## src/rtl/mipsie_pkg.sv

```systemverilog
// ----------------------------------------------------------------------------
// mipsie_pkg
// Shared types, constants and helpers for the I-type execute block.
// ----------------------------------------------------------------------------
package mipsie_pkg;

   localparam int XLEN          = 32;
   localparam int IMM_W         = 16;
   localparam int REG_COUNT     = 32;
   localparam int RIDX_W        = $clog2(REG_COUNT);
   localparam int MEM_WORDS_DEF = 1024;

   typedef enum logic [3:0] {
      OP_LW    = 4'd0,
      OP_LB    = 4'd1,
      OP_LBU   = 4'd2,
      OP_SW    = 4'd3,
      OP_ADDI  = 4'd4,
      OP_ADDIU = 4'd5,
      OP_SLTI  = 4'd6,
      OP_SLTIU = 4'd7,
      OP_ANDI  = 4'd8,
      OP_ORI   = 4'd9,
      OP_XORI  = 4'd10,
      OP_LUI   = 4'd11
   } op_type;

   // register file write port
   typedef struct packed {
      logic              en;
      logic [RIDX_W-1:0] idx;
      logic [XLEN-1:0]   data;
   } rf_wr_type;

   // data memory command
   typedef struct packed {
      logic rd;
      logic wr;
   } dmem_cmd_type;

   function automatic logic [XLEN-1:0] sext_imm(input logic [IMM_W-1:0] imm);
      return {{(XLEN-IMM_W){imm[IMM_W-1]}}, imm};
   endfunction

   function automatic logic [XLEN-1:0] zext_imm(input logic [IMM_W-1:0] imm);
      return {{(XLEN-IMM_W){1'b0}}, imm};
   endfunction

   // big-endian lanes: lane 0 is the most significant byte
   function automatic logic [7:0] pick_byte(input logic [XLEN-1:0] word,
                                            input logic [1:0]      lane);
      logic [7:0] b;
      unique case (lane)
         2'd0:    b = word[31:24];
         2'd1:    b = word[23:16];
         2'd2:    b = word[15:8];
         default: b = word[7:0];
      endcase
      return b;
   endfunction

endpackage

```

## src/rtl/mipsie_regfile.sv

```systemverilog
// ----------------------------------------------------------------------------
// mipsie_regfile
// 32 x 32 register file, two registered read ports, one write port.
// Per-entry valid bits make every entry read as zero after reset.
// ----------------------------------------------------------------------------
module mipsie_regfile (
   input  logic                                clock,
   input  logic                                reset,
   input  logic                                rd_en,
   input  logic [mipsie_pkg::RIDX_W-1:0]       rd_a_index,
   input  logic [mipsie_pkg::RIDX_W-1:0]       rd_b_index,
   input  mipsie_pkg::rf_wr_type               wr,
   output logic [mipsie_pkg::XLEN-1:0]         rd_a_data,
   output logic [mipsie_pkg::XLEN-1:0]         rd_b_data
);

   logic [mipsie_pkg::XLEN-1:0]      regs_ff [mipsie_pkg::REG_COUNT];
   logic [mipsie_pkg::REG_COUNT-1:0] valid_ff;
   logic [mipsie_pkg::XLEN-1:0]      rd_a_ff;
   logic [mipsie_pkg::XLEN-1:0]      rd_b_ff;

   always_ff @(posedge clock) begin
      if (reset) begin
         valid_ff <= '0;
      end else if (wr.en) begin
         valid_ff[wr.idx] <= 1'b1;
      end
   end

   always_ff @(posedge clock) begin
      if (wr.en) begin
         regs_ff[wr.idx] <= wr.data;
      end
   end

   // read-first: a same-cycle write is covered by the caller's bypass
   always_ff @(posedge clock) begin
      if (rd_en) begin
         rd_a_ff <= valid_ff[rd_a_index] ? regs_ff[rd_a_index] : '0;
         rd_b_ff <= valid_ff[rd_b_index] ? regs_ff[rd_b_index] : '0;
      end
   end

   assign rd_a_data = rd_a_ff;
   assign rd_b_data = rd_b_ff;

endmodule

```

## config.mk

```make
export PLATFORM = sky130hd
export DESIGN_NAME = mipsie_regfile
export DESIGN_NICKNAME = d
export VERILOG_FILES = /design/src/rtl/mipsie_pkg.sv /design/src/rtl/mipsie_regfile.sv
export SDC_FILE = /design/constraint.sdc
export NUM_CORES = 2
export LEC_CHECK = 0
export BUFFER_PORTS_ARGS = -buffer_cell sky130_fd_sc_hd__clkbuf_2
export CORE_MARGIN = 5
export CORE_UTILIZATION = 30
export DETAILED_ROUTE_END_ITERATION = 8
export PLACE_DENSITY = 0.44
export SYNTH_ARGS = -nofsm -noshare
export SYNTH_HDL_FRONTEND = slang
export SYNTH_SLANG_ARGS = --single-unit
```

## constraint.sdc

```tcl
create_clock -name clock -period 2.25 [get_ports clock]
set_input_delay 0 -clock clock [delete_from_list [all_inputs] [get_ports clock]]
set_output_delay 0 -clock clock [all_outputs]
set_load 0.01 [all_outputs]
```

==> flow_metrics.env <==
export IMPL_ant_nets=0
export IMPL_fmax_mhz=464
export IMPL_report_power_total_mw=47.0
export IMPL_clk_latency_ns=0.77
export IMPL_cpPeakStageDelay_ns=0.47
export IMPL_max_slew_margin=0.496
export IMPL_yosysTopAreaCellShare=0.632
export IMPL_cts_htree_levels=3
export IMPL_gp_congestion=0.760
export IMPL_p_per_area_mw_per_mm2=768
export IMPL_max_cap_viol_count=0
export IMPL_syn_nets=3126
export IMPL_post_route_util=0.357
export IMPL_critPathKind="reg2reg"
export IMPL_clk_path_buf_depth=3
export IMPL_period_share=0.958
export IMPL_grt_pass1_vias=32600
export IMPL_io_buffers=114
export IMPL_worst_pin_slew_ns=0.756
export IMPL_power_leakage_nw=20.7
export IMPL_skew_ns=0.0306
export IMPL_stdcell_area_mm2=0.0612
export IMPL_start_kind="flip-flop"
export IMPL_holdWs_ns=0.0747
export IMPL_wl_per_cell_um=33.6
export IMPL_syn_area_mm2=0.0517
export IMPL_drive_above_1_share=0.241
export IMPL_clk_pin_slew_ns=0.06
export IMPL_crit_path_end_kind="flip-flop"
export IMPL_nNetsFinal=3373
export IMPL_place_area_mm2=0.0571
export IMPL_grt_max_degree=59
export IMPL_grt_pass1_wl_um=264000
export IMPL_num_fill_cells=16300
export IMPL_vias=32200
export IMPL_synth_area_leaders="edfxtp_1 63%, mux4_2 12%, mux2i_1 10%"
export IMPL_drc=0
export IMPL_dr_pass1_iters=5
export IMPL_avgViaCountPerCell=5.62
export IMPL_routed_wl_um=193000
export IMPL_io_pin_count=115
export IMPL_post_cts_setup_buffers=0
export IMPL_cp_max_fo=13
export IMPL_dp_slack_ns=0.0533
export IMPL_die_area_mm2=0.181
export IMPL_core_area_mm2=0.172
export IMPL_dieWidth_um=425
export IMPL_vdd_ir_drop_max_mv=0.540
export IMPL_worst_path_max_delay_cell="mux4_2"
export IMPL_cp_cell_sequence="mux4_2 > mux2_2 > nand3_1 > nand4_1 > buf_4 > and3_1"
export IMPL_fin_ws_ns=0.0948
export IMPL_yosysWarnings=0
export IMPL_cp_arrival_ns=2.64
export IMPL_drv_slew=0
export IMPL_final_hold_viol_count=0
export IMPL_grt_overflow=0
export IMPL_postSynthCellCount=3075
export IMPL_first_iter_violations=3151
export IMPL_antenna_found_initial=10
export IMPL_min_period_ns=2.16
export IMPL_dp_hpwl_um=110000
export IMPL_syn_area_per_cell_um2=16.8
export IMPL_syn_to_final_growth_pct=18.4
export IMPL_ys_seq_elements=1120
export IMPL_initial_core_util=0.301
export IMPL_cts_tree="yes"
export IMPL_synth_top_area_cell="edfxtp_1"
export IMPL_rows=152
export IMPL_postCtsResizedCells=0
export IMPL_cts_inserted_buffers=120
export IMPL_setup_viol=0
export IMPL_grt_use_total=0.209
export IMPL_yosysUniqueCellTypes=33
export IMPL_cts_root_buf="clkbuf_16"
export IMPL_rsz0062_at_grt="no"
export IMPL_yosysSeqAreaShare=0.645
export IMPL_die_h_um=425
export IMPL_cp_required_ns=2.74
export IMPL_status="complete, no violations"
export IMPL_hold_path_class="in2reg"
export IMPL_cts_sinks=1120
[worst paths after layout]
check | start | to | slack (ns) | cells past startpoint
worst max-delay path | valid_ff[31]$_SDFFE_PP0P_ | rd_b_data[26]$_SDFFCE_PN0P_ | 0.09 | 6
worst min-delay path | wr[32] | regs_ff[9][7]$_DFFE_PP_ | 0.07 | 4
worst max register to register | valid_ff[31]$_SDFFE_PP0P_ | rd_b_data[26]$_SDFFCE_PN0P_ | 0.09 | 6
worst min register to register | valid_ff[3]$_SDFFE_PP0P_ | valid_ff[3]$_SDFFE_PP0P_ | 0.49 | 2
[critical path: cells and delay by family, from the launching register on]
kind,cells,cell delay [ns]
buf+inv,1,0.31
flops,1,0.32
mux,2,0.75
simple gates,3,0.51
[per-layer routing]
layer / routed length (um) / part of all wire / track usage / vias to the layer above
li1: - / - / - / 13400
met1: 86300 / 0.45 / 0.295 / 17500
met2: 92300 / 0.48 / 0.345 / 1080
met3: 10000 / 0.052 / 0.0285 / 218
met4: 3950 / 0.021 / 0.0421 / 0
met5: 0 / 0 / 0 / -
[cell usage in the layout, fill, tap and decap left out, types with 4 or more instances in the layout]
cell type         n
o21ai_0         108
a22oi_1          64
dfxtp_1          32
dlygate4sd3_1    35
nor2_1          131
nor3_1           64
nand3_1          70
clkbuf_1         30
edfxtp_1       1088
o21ai_1          20
clkbuf_8          6
nand3b_1          7
bufinv_16         6
mux2_2            4
mux4_2          268
clkinv_1         31
clkbuf_16       122
a311oi_1          4
a21oi_1          64
clkbuf_2        103
buf_4           126
nor2_4           34
clkinv_2         22
and3_1           64
a221oi_1        256
o211ai_1          4
mux2i_1         520
buf_12          109
nor2b_4           4
[where the power goes]
group | internal [mW] | switching (mW)
Combinational | 1.68 | 2.68
Clock | 10.7 | 8.49
Sequential | 23.2 | 0.195
Total | 35.6 | 11.4
[cells in the mapped netlist, drive strengths merged]
library cell	number
a21oi	64
a221oi	256
a22oi	64
a311oi	4
and2	2
and3	64
buf	146
clkbuf	106
dfxtp	32
edfxtp	1088
inv	4
mux2	4
mux2i	520
mux4	268
nand2	3
nand2b	2
nand3	70
nand3b	7
nand4	2
nor2	165
nor2b	4
nor3	64
o211ai	4
o21ai	128
or3	1
or3b	3
[flip-flops by register name, indices dropped and copies added, names as in the netlist]
signal,count
regs_ff,1024
rd_a_data,32
rd_b_data,32
valid_ff,32
[timing repair]
item | in CTS | in global routing
setup endpoints to repair | 0 | 0
hold buffers | 35 | 0
hold endpoints to repair | 1110 | 0
[cells by family after synthesis]
| family | synth area share |
|---|---|
| compound gates | 0.0725 |
| buf+inv | 0.0287 |
| flops | 0.645 |
| mux | 0.218 |
| simple gates | 0.0358 |
[through the flow]
step / std cells / TNS (ns)
global placement: 5475 / 0
floorplan: 3075 / -60.43
global route: 5734 / 0
detailed placement: 5475 / 0
finish: 5737 / 0
CTS: 5734 / 0
[cell type report]
class                   count  area, um2  share of cell area
clock inverters            68        512             0.00836
clock buffers             156       3220              0.0526
inverters                   4       20.0            0.000327
flip-flops and latches   1120      33300               0.544
multi-input cells        1699      17200               0.281
well taps                2310       2890              0.0472
repair buffers            377       4050              0.0662
diodes                      3       7.51            0.000123
(Power assumes the default switching activity.)
